$ cat src/rtl/pli_pkg.sv
// ----------------------------------------------------------------------------
// pli_pkg: shared definitions for the positional list
// Operation and status codes, field widths, default depth and cell control.
// ----------------------------------------------------------------------------
package pli_pkg;

	localparam int OP_W     = 2;
	localparam int POS_W    = 5;
	localparam int VAL_W    = 32;
	localparam int STATUS_W = 2;
	localparam int LEN_W    = 5;

	localparam int CAPACITY_DEF = 16;

	typedef enum logic [OP_W-1:0] {
		OP_INSERT = 2'd0,
		OP_ERASE  = 2'd1,
		OP_READ   = 2'd2
	} op_t;

	typedef enum logic [STATUS_W-1:0] {
		ST_DONE  = 2'd0,
		ST_RANGE = 2'd1,
		ST_FULL  = 2'd2
	} status_t;

	// Broadcast to every cell in the cycle an operation commits.
	typedef struct packed {
		logic insert_go;
		logic erase_go;
	} cell_ctl_t;

endpackage

$ cat src/rtl/pli_req_if.sv
// ----------------------------------------------------------------------------
// pli_req_if: request channel
// Valid/ready channel carrying one list operation per transaction.
// ----------------------------------------------------------------------------
interface pli_req_if;
	logic                              valid;
	logic                              ready;
	logic [pli_pkg::OP_W-1:0]          op;
	logic [pli_pkg::POS_W-1:0]         position;
	logic signed [pli_pkg::VAL_W-1:0]  value;

	modport source (output valid, op, position, value, input ready);
	modport sink (input valid, op, position, value, output ready);
endinterface

$ cat src/rtl/pli_rsp_if.sv
// ----------------------------------------------------------------------------
// pli_rsp_if: response channel
// Valid/ready channel carrying one operation result per transaction.
// ----------------------------------------------------------------------------
interface pli_rsp_if;
	logic                              valid;
	logic                              ready;
	logic [pli_pkg::STATUS_W-1:0]      status;
	logic [pli_pkg::POS_W-1:0]         done_position;
	logic signed [pli_pkg::VAL_W-1:0]  read_value;
	logic [pli_pkg::LEN_W-1:0]         list_length;

	modport source (output valid, status, done_position, read_value, list_length,
		input ready);
	modport sink (input valid, status, done_position, read_value, list_length,
		output ready);
endinterface

$ cat src/rtl/pli_cell.sv
// ----------------------------------------------------------------------------
// pli_cell: one list slot
// Holds one entry; loads the new value, takes its left neighbor on an insert
// below it, or its right neighbor on an erase at or below it.
// ----------------------------------------------------------------------------
module pli_cell #(
	parameter int IDX = 0,
	parameter int PW  = 5
) (
	input  logic                             clk,
	input  pli_pkg::cell_ctl_t               ctl,
	input  logic [PW-1:0]                    pos,
	input  logic [PW-1:0]                    cnt,
	input  logic signed [pli_pkg::VAL_W-1:0] ins_value,
	input  logic signed [pli_pkg::VAL_W-1:0] left,
	input  logic signed [pli_pkg::VAL_W-1:0] right,
	output logic signed [pli_pkg::VAL_W-1:0] data
);

	localparam logic [PW-1:0] SELF = PW'(IDX);
	localparam logic [PW:0]   NEXT = (PW+1)'(IDX + 1);

	logic                             load;
	logic                             up;
	logic                             down;
	logic signed [pli_pkg::VAL_W-1:0] data_q;

	assign load = ctl.insert_go && (SELF == pos);
	assign up   = ctl.insert_go && (SELF > pos) && (SELF <= cnt);
	assign down = ctl.erase_go && (SELF >= pos) && (NEXT < {1'b0, cnt});

	// Load the new value or a neighbor, or hold the entry when no operation touches this slot.
	always_ff @(posedge clk) begin
		if (load) begin
			data_q <= ins_value;
		end else if (up) begin
			data_q <= left;
		end else if (down) begin
			data_q <= right;
		end
	end

	assign data = data_q;

endmodule

$ cat src/rtl/positional_list_insert_erase.sv
// ----------------------------------------------------------------------------
// positional_list_insert_erase: ordered list with insert, erase and read
// A row of cells holds the entries; every cell shifts in parallel, so each
// operation commits in the cycle it is accepted.
// ----------------------------------------------------------------------------
//  channel | dir | payload
//  req     | in  | op, position, value
//  rsp     | out | status, done_position, read_value, list_length
//
//  One transaction per cycle unless a result stalls: the cell row updates
//  and the result register loads in the same cycle the request is accepted.
//  The result register decouples the sides; req.ready is low only while a
//  result waits and rsp.ready is low.
//  Reset clears the length and the result valid; cell contents are unknown
//  until inserted and are never read before that.
module positional_list_insert_erase #(
	parameter int CAPACITY = pli_pkg::CAPACITY_DEF
) (
	input logic clk,
	input logic arst_n,
	pli_req_if.sink   req,
	pli_rsp_if.source rsp
);

	localparam int CW = $clog2(CAPACITY + 1);
	localparam int PW = (CW > pli_pkg::POS_W) ? CW : pli_pkg::POS_W;

	logic [CW-1:0]                    count_q;
	logic [CW-1:0]                    count_d;
	logic                             rsp_valid_q;
	logic [pli_pkg::STATUS_W-1:0]     status_q;
	logic [pli_pkg::POS_W-1:0]        done_pos_q;
	logic signed [pli_pkg::VAL_W-1:0] read_value_q;
	logic [pli_pkg::LEN_W-1:0]        length_q;

	logic                             req_fire;
	logic [PW-1:0]                    pos_x;
	logic [PW-1:0]                    cnt_x;
	logic                             full;
	logic                             in_range;
	logic                             ins_ok;
	logic                             era_ok;
	logic                             rd_ok;
	pli_pkg::status_t                 status_d;
	logic signed [pli_pkg::VAL_W-1:0] rd_data;
	pli_pkg::cell_ctl_t               ctl;
	logic signed [pli_pkg::VAL_W-1:0] cell_data [CAPACITY];

	assign req.ready = !rsp_valid_q || rsp.ready;
	assign req_fire  = req.valid && req.ready;

	assign pos_x    = PW'(req.position);
	assign cnt_x    = PW'(count_q);
	assign full     = (count_q == CW'(CAPACITY));
	assign in_range = (pos_x < cnt_x);

	assign ins_ok = (req.op == pli_pkg::OP_INSERT) && (pos_x <= cnt_x) && !full;
	assign era_ok = (req.op == pli_pkg::OP_ERASE) && in_range;
	assign rd_ok  = (req.op == pli_pkg::OP_READ) && in_range;

	assign ctl.insert_go = req_fire && ins_ok;
	assign ctl.erase_go  = req_fire && era_ok;

	always_comb begin
		status_d = pli_pkg::ST_RANGE;
		if (ins_ok || era_ok || rd_ok) begin
			status_d = pli_pkg::ST_DONE;
		end else if ((req.op == pli_pkg::OP_INSERT) && (pos_x <= cnt_x)) begin
			status_d = pli_pkg::ST_FULL;
		end
	end

	always_comb begin
		count_d = count_q;
		if (ins_ok) begin
			count_d = count_q + CW'(1);
		end else if (era_ok) begin
			count_d = count_q - CW'(1);
		end
	end

	// Pick the addressed cell: only one index can match.
	always_comb begin
		rd_data = '0;
		for (int i = 0; i < CAPACITY; i++) begin
			if (PW'(i) == pos_x) begin
				rd_data = rd_data | cell_data[i];
			end
		end
	end

	for (genvar g = 0; g < CAPACITY; g++) begin : g_cell
		pli_cell #(
			.IDX (g),
			.PW  (PW)
		) u_cell (
			.clk       (clk),
			.ctl       (ctl),
			.pos       (pos_x),
			.cnt       (cnt_x),
			.ins_value (req.value),
			.left      ((g == 0) ? req.value : cell_data[(g == 0) ? 0 : g - 1]),
			.right     ((g == CAPACITY - 1) ? '0 :
				cell_data[(g == CAPACITY - 1) ? g : g + 1]),
			.data      (cell_data[g])
		);
	end

	always_ff @(posedge clk or negedge arst_n) begin
		if (!arst_n) begin
			rsp_valid_q <= 1'b0;
			count_q     <= '0;
		end else begin
			if (req_fire) begin
				rsp_valid_q <= 1'b1;
				count_q     <= count_d;
			end else if (rsp.ready) begin
				rsp_valid_q <= 1'b0;
			end
		end
	end

	always_ff @(posedge clk) begin
		if (req_fire) begin
			status_q     <= status_d;
			done_pos_q   <= (status_d == pli_pkg::ST_DONE) ? req.position : '0;
			read_value_q <= rd_ok ? rd_data : '0;
			length_q     <= pli_pkg::LEN_W'(count_d);
		end
	end

	assign rsp.valid         = rsp_valid_q;
	assign rsp.status        = status_q;
	assign rsp.done_position = done_pos_q;
	assign rsp.read_value    = read_value_q;
	assign rsp.list_length   = length_q;

`ifndef ASSERT_OFF
	a_count_bound: assert property (@(posedge clk) disable iff (!arst_n)
		count_q <= CW'(CAPACITY))
		else $error("list length above capacity");

	a_insert_grows: assert property (@(posedge clk) disable iff (!arst_n)
		ctl.insert_go |=> count_q == $past(count_q) + CW'(1))
		else $error("insert did not grow the list");

	a_length_reported: assert property (@(posedge clk) disable iff (!arst_n)
		req_fire |=> rsp.list_length == pli_pkg::LEN_W'(count_q))
		else $error("reported length differs from list length");

	a_hold_when_stalled: assert property (@(posedge clk) disable iff (!arst_n)
		(rsp.valid && !rsp.ready) |-> !req.ready)
		else $error("request taken while result stalled");
`endif

endmodule
$ cat src/flat_wrapper.sv
// flat-port wrapper written by rule: the top's interface ports become plain ports
module positional_list_insert_erase_flat 
#(
	parameter int CAPACITY = pli_pkg::CAPACITY_DEF
)
  (clk, arst_n, req_valid, req_op, req_position, req_value, req_ready, rsp_valid, rsp_status, rsp_done_position, rsp_read_value, rsp_list_length, rsp_ready);
  pli_req_if req_i ();
  pli_rsp_if rsp_i ();
  input logic clk;
  input logic arst_n;
  input wire logic [$bits(req_i.valid)-1:0] req_valid;
  input wire logic [$bits(req_i.op)-1:0] req_op;
  input wire logic [$bits(req_i.position)-1:0] req_position;
  input wire logic [$bits(req_i.value)-1:0] req_value;
  output wire logic [$bits(req_i.ready)-1:0] req_ready;
  output wire logic [$bits(rsp_i.valid)-1:0] rsp_valid;
  output wire logic [$bits(rsp_i.status)-1:0] rsp_status;
  output wire logic [$bits(rsp_i.done_position)-1:0] rsp_done_position;
  output wire logic [$bits(rsp_i.read_value)-1:0] rsp_read_value;
  output wire logic [$bits(rsp_i.list_length)-1:0] rsp_list_length;
  input wire logic [$bits(rsp_i.ready)-1:0] rsp_ready;
  assign req_i.valid = req_valid;
  assign req_i.op = req_op;
  assign req_i.position = req_position;
  assign req_i.value = req_value;
  assign req_ready = req_i.ready;
  assign rsp_valid = rsp_i.valid;
  assign rsp_status = rsp_i.status;
  assign rsp_done_position = rsp_i.done_position;
  assign rsp_read_value = rsp_i.read_value;
  assign rsp_list_length = rsp_i.list_length;
  assign rsp_i.ready = rsp_ready;
  positional_list_insert_erase #(.CAPACITY(CAPACITY)) u_core (.clk(clk), .arst_n(arst_n), .req(req_i), .rsp(rsp_i));
endmodule
$ cat config.mk
export PLATFORM = sky130hd
export DESIGN_NAME = positional_list_insert_erase_flat
export DESIGN_NICKNAME = d
export VERILOG_FILES = /design/src/rtl/pli_pkg.sv /design/src/rtl/pli_req_if.sv /design/src/rtl/pli_rsp_if.sv /design/src/rtl/pli_cell.sv /design/src/rtl/positional_list_insert_erase.sv /design/src/flat_wrapper.sv
export SDC_FILE = /design/constraint.sdc
export NUM_CORES = 1
export LEC_CHECK = 0
export BUFFER_PORTS_ARGS = -buffer_cell sky130_fd_sc_hd__buf_2
export CORE_AREA = 4 4 350 352
export CTS_CLUSTER_SIZE = 24
export DETAILED_ROUTE_END_ITERATION = 8
export DIE_AREA = 0 0 354 356
export PLACE_DENSITY_LB_ADDON = 0.1
export SYNTH_ARGS = -nofsm -noshare
export SYNTH_HDL_FRONTEND = slang
export SYNTH_SLANG_ARGS = --single-unit
export TNS_END_PERCENT = 10
$ cat constraint.sdc
create_clock -name clk -period 6.49 [get_ports clk]
set_input_delay 1.298 -clock clk [delete_from_list [all_inputs] [get_ports clk]]
set_output_delay 1.298 -clock clk [all_outputs]
set_load 0.1 [all_outputs]
==> flow_metrics.env <==
export IMPL_internal_power_mw=6.72
export IMPL_ctsHoldBuffers=0
export IMPL_required_ps=6580
export IMPL_comb_power_share_pct=15.1
export IMPL_synth_adder_area_share_pct=0.405
export IMPL_finalNonFillerCells=4739
export IMPL_post_cts_repair_setup_buffers=0
export IMPL_avgViaCountPerCell=5.62
export IMPL_drt_wl_total_um=149000
export IMPL_wl_per_cell_um=31.5
export IMPL_core_um2=119000
export IMPL_grt_antenna_before_repair=1
export IMPL_final_antenna_net_count=0
export IMPL_worst_slew_pin_slew_ps=1360
export IMPL_period_share_pct=69.6
export IMPL_rrSetupSlack_ps=1970
export IMPL_synth_xor_area_share_pct=0.255
export IMPL_numPlacedInstances=4607
export IMPL_numPortBuffers=88
export IMPL_die_height_um=356
export IMPL_cp_slowest_cell="nand3_4"
export IMPL_drt_pass1_iterations=6
export IMPL_ys_seq_area_share_pct=54.6
export IMPL_clk_pin_slew_worst_paths_ps=50
export IMPL_synth_compound_area_share_pct=18.9
export IMPL_ys_warn_count=0
export IMPL_ir_drop_v=0.000177
export IMPL_place_congestion=0.820
export IMPL_cp_arrival_ps=4610
export IMPL_syn_num_nets=3152
export IMPL_finalSetupViolCount=0
export IMPL_cp_max_fo=65
export IMPL_crit_buf_inv=3
export IMPL_synth_edf_count=556
export IMPL_p_sw_mw=2.99
export IMPL_cts_tree="done"
export IMPL_clockPowerShare_pct=40.0
export IMPL_p_sw_share_pct=30.7
export IMPL_track_usage_pct=23.0
export IMPL_grt_overflow_total=0
export IMPL_clkSinkCount=562
export IMPL_critical_path_startpoint="u_core.cnt_x[1]"
export IMPL_path_cells="inv_1 > ha_1 > nor2b_1 > o31ai_1 > a21bo_2 > buf_4 > nand3_4 > buf_4 > nand3_4"
export IMPL_cts_buffers=73
export IMPL_grt_pass1_wl_um=208000
export IMPL_synthTopCellsByArea="edfxtp_1 54%, nand2_1 8.4%, a22oi_1 6.3%, mux2i_1 5.3%, a31oi_1 4.6%"
export IMPL_dp_hpwl_um=87000
export IMPL_drive_gt1_share_pct=12.4
export IMPL_critPathLaunchType="flip-flop"
export IMPL_grt_max_degree=66
export IMPL_h_tree_depth=3
export IMPL_rows=127
export IMPL_route_vias_total=26625
export IMPL_clock_latency_ps=640
export IMPL_drv_slew=0
export IMPL_max_freq_mhz=221
export IMPL_slew_headroom_pct=9.46
export IMPL_grt_pass1_vias=26187
export IMPL_rsz0062_at_grt="false"
export IMPL_cts_resized=0
export IMPL_synth_area_leader_cell="edfxtp_1"
export IMPL_async_flop_share_pct=1.07
export IMPL_nNetsFinal=3123
export IMPL_antenna_cells=0
export IMPL_syn_inst=3099
export IMPL_synth_simple_area_share_pct=15.2
export IMPL_yosysUniqueCellTypes=62
export IMPL_ys_ff_latch=562
export IMPL_syn_area_um2=30900
export IMPL_clockBufferDepth=3
export IMPL_p_leak_nw=12.2
export IMPL_path_delay_family="buffers and inverters"
export IMPL_period_needed_ps=4520
export IMPL_synthMuxAreaShare_pct=6.49
export IMPL_ioPinCount=89
export IMPL_cpPeakStageDelay_ps=850
export IMPL_power_density_nw_per_um2=274
export IMPL_synth_top_family_by_area="compound AO/OA/AOI/OAI gates"
export IMPL_crit_type="reg -> reg"
export IMPL_root_buffer="clkbuf_16"
export IMPL_synthTopCellsByCount="690 x nand2_1, 556 x edfxtp_1, 356 x nor2_1"
export IMPL_tns_ps=0
export IMPL_initial_core_util_pct=25.9
export IMPL_synth_flop_cell="edfxtp_1"
export IMPL_die_x_um=354
export IMPL_pwr_share_seq_pct=44.9
export IMPL_maxCapViolations=0
export IMPL_endpoint_kind="flip-flop"
export IMPL_hold_path_class="in -> async"
export IMPL_outcome="completed"
export IMPL_r2r_start="u_core.cnt_x[1]"
export IMPL_first_iter_violations=2993
export IMPL_synth_most_common_cell="nand2_1"
export IMPL_hold_viol_final=0
export IMPL_syn_area_per_cell_um2=9.96
export IMPL_dieArea_um2=126000
export IMPL_fin_skew_ps=23.6
export IMPL_syn2layout_area_growth_pct=14.9
export IMPL_drcViolationCount=0
export IMPL_synth_top_area_share_pct=54.1
-- stage by stage --
stage               utilization (%)  hold slack [ps]  worst slack (ps)  instance area, µm²  power [mW]
finish                         29.7              497              1970               35500        9.71
global route                   29.7              476              1760               35500        10.1
CTS                            29.7              447              1980               35500        9.80
detailed placement             27.9              588              1510               33300        5.89
global placement               27.9              585              1520               33300        5.89
floorplan                         -              561              34.1               30900        5.29
-- placed cells by master, fill, tap and decap left out, types with 76 or more instances in the layout --
| master | instances |
|---|---|
| nand2_1 | 684 |
| edfxtp_1 | 556 |
| nor2_1 | 336 |
| a22oi_1 | 257 |
| a31oi_1 | 225 |
| mux2i_1 | 164 |
| buf_2 | 88 |
| buf_4 | 87 |
| a21oi_1 | 85 |
| clkbuf_16 | 76 |
-- metal layers --
metal / vias up / routed length [µm] / global-route usage, %
met2: 1415 / 71200 / 39.0
met1: 13360 / 61800 / 29.4
met4: 0 / 5850 / 8.45
met3: 333 / 10600 / 3.96
li1: 11517 / - / -
met5: - / 0 / 0
-- final cells by class --
cell class	instances	area, µm²
clock inverter	33	183
inverter	9	33.8
timing repair buffer	179	1170
tap	1612	2020
sequential	562	16800
fill	12315	83900
multi-input combinational	2245	13200
clock buffer	99	1990
-- registers in the layout, indices dropped and copies added, names as in the netlist --
| signal | count |
|---|---|
| u_core.cnt_x | 5 |
| u_core.g_cell.u_cell.data | 512 |
| u_core.rsp.status | 2 |
| u_core.rsp.valid | 1 |
| u_core.rsp.done_position | 5 |
| u_core.rsp.list_length | 5 |
| u_core.rsp.read_value | 32 |
-- worst paths after layout --
| path | cells after the start | end |
|---|---|---|
| setup / recovery | 9 | u_core.g_cell[3].u_cell.data[4] |
| hold / removal | 1 | u_core.cnt_x[3] |
| setup reg to reg | 9 | u_core.g_cell[3].u_cell.data[4] |
| hold reg to reg | 1 | u_core.g_cell[15].u_cell.data[4] |
| max in group asynchronous | 1 | u_core.cnt_x[4] |
| min in group clk | 1 | u_core.g_cell[15].u_cell.data[4] |
-- kinds of logic (layout without fill, tap and decap cells) --
logic type | Yosys count | after routing
XOR/XNOR | 9 | 9
adder cells (fa/ha/maj) | 10 | 10
AO/OA/AOI/OAI | 869 | 869
buffers and inverters | 292 | 320
flip-flops | 562 | 562
multiplexers | 196 | 196
AND/OR/NAND/NOR | 1161 | 1161
-- power by group through the flow --
stage          Clock [mW]  Sequential (mW)  Combinational, mW
6_report             3.88             4.36               1.47
5_1_grt              4.14             4.37               1.56
4_1_cts              3.98             4.35               1.47
3_5_place_dp            0             4.43               1.46
3_3_place_gp            0             4.43               1.46
2_1_floorplan           0             4.56              0.734
No activity file was read; power rests on OpenSTA's default activity.
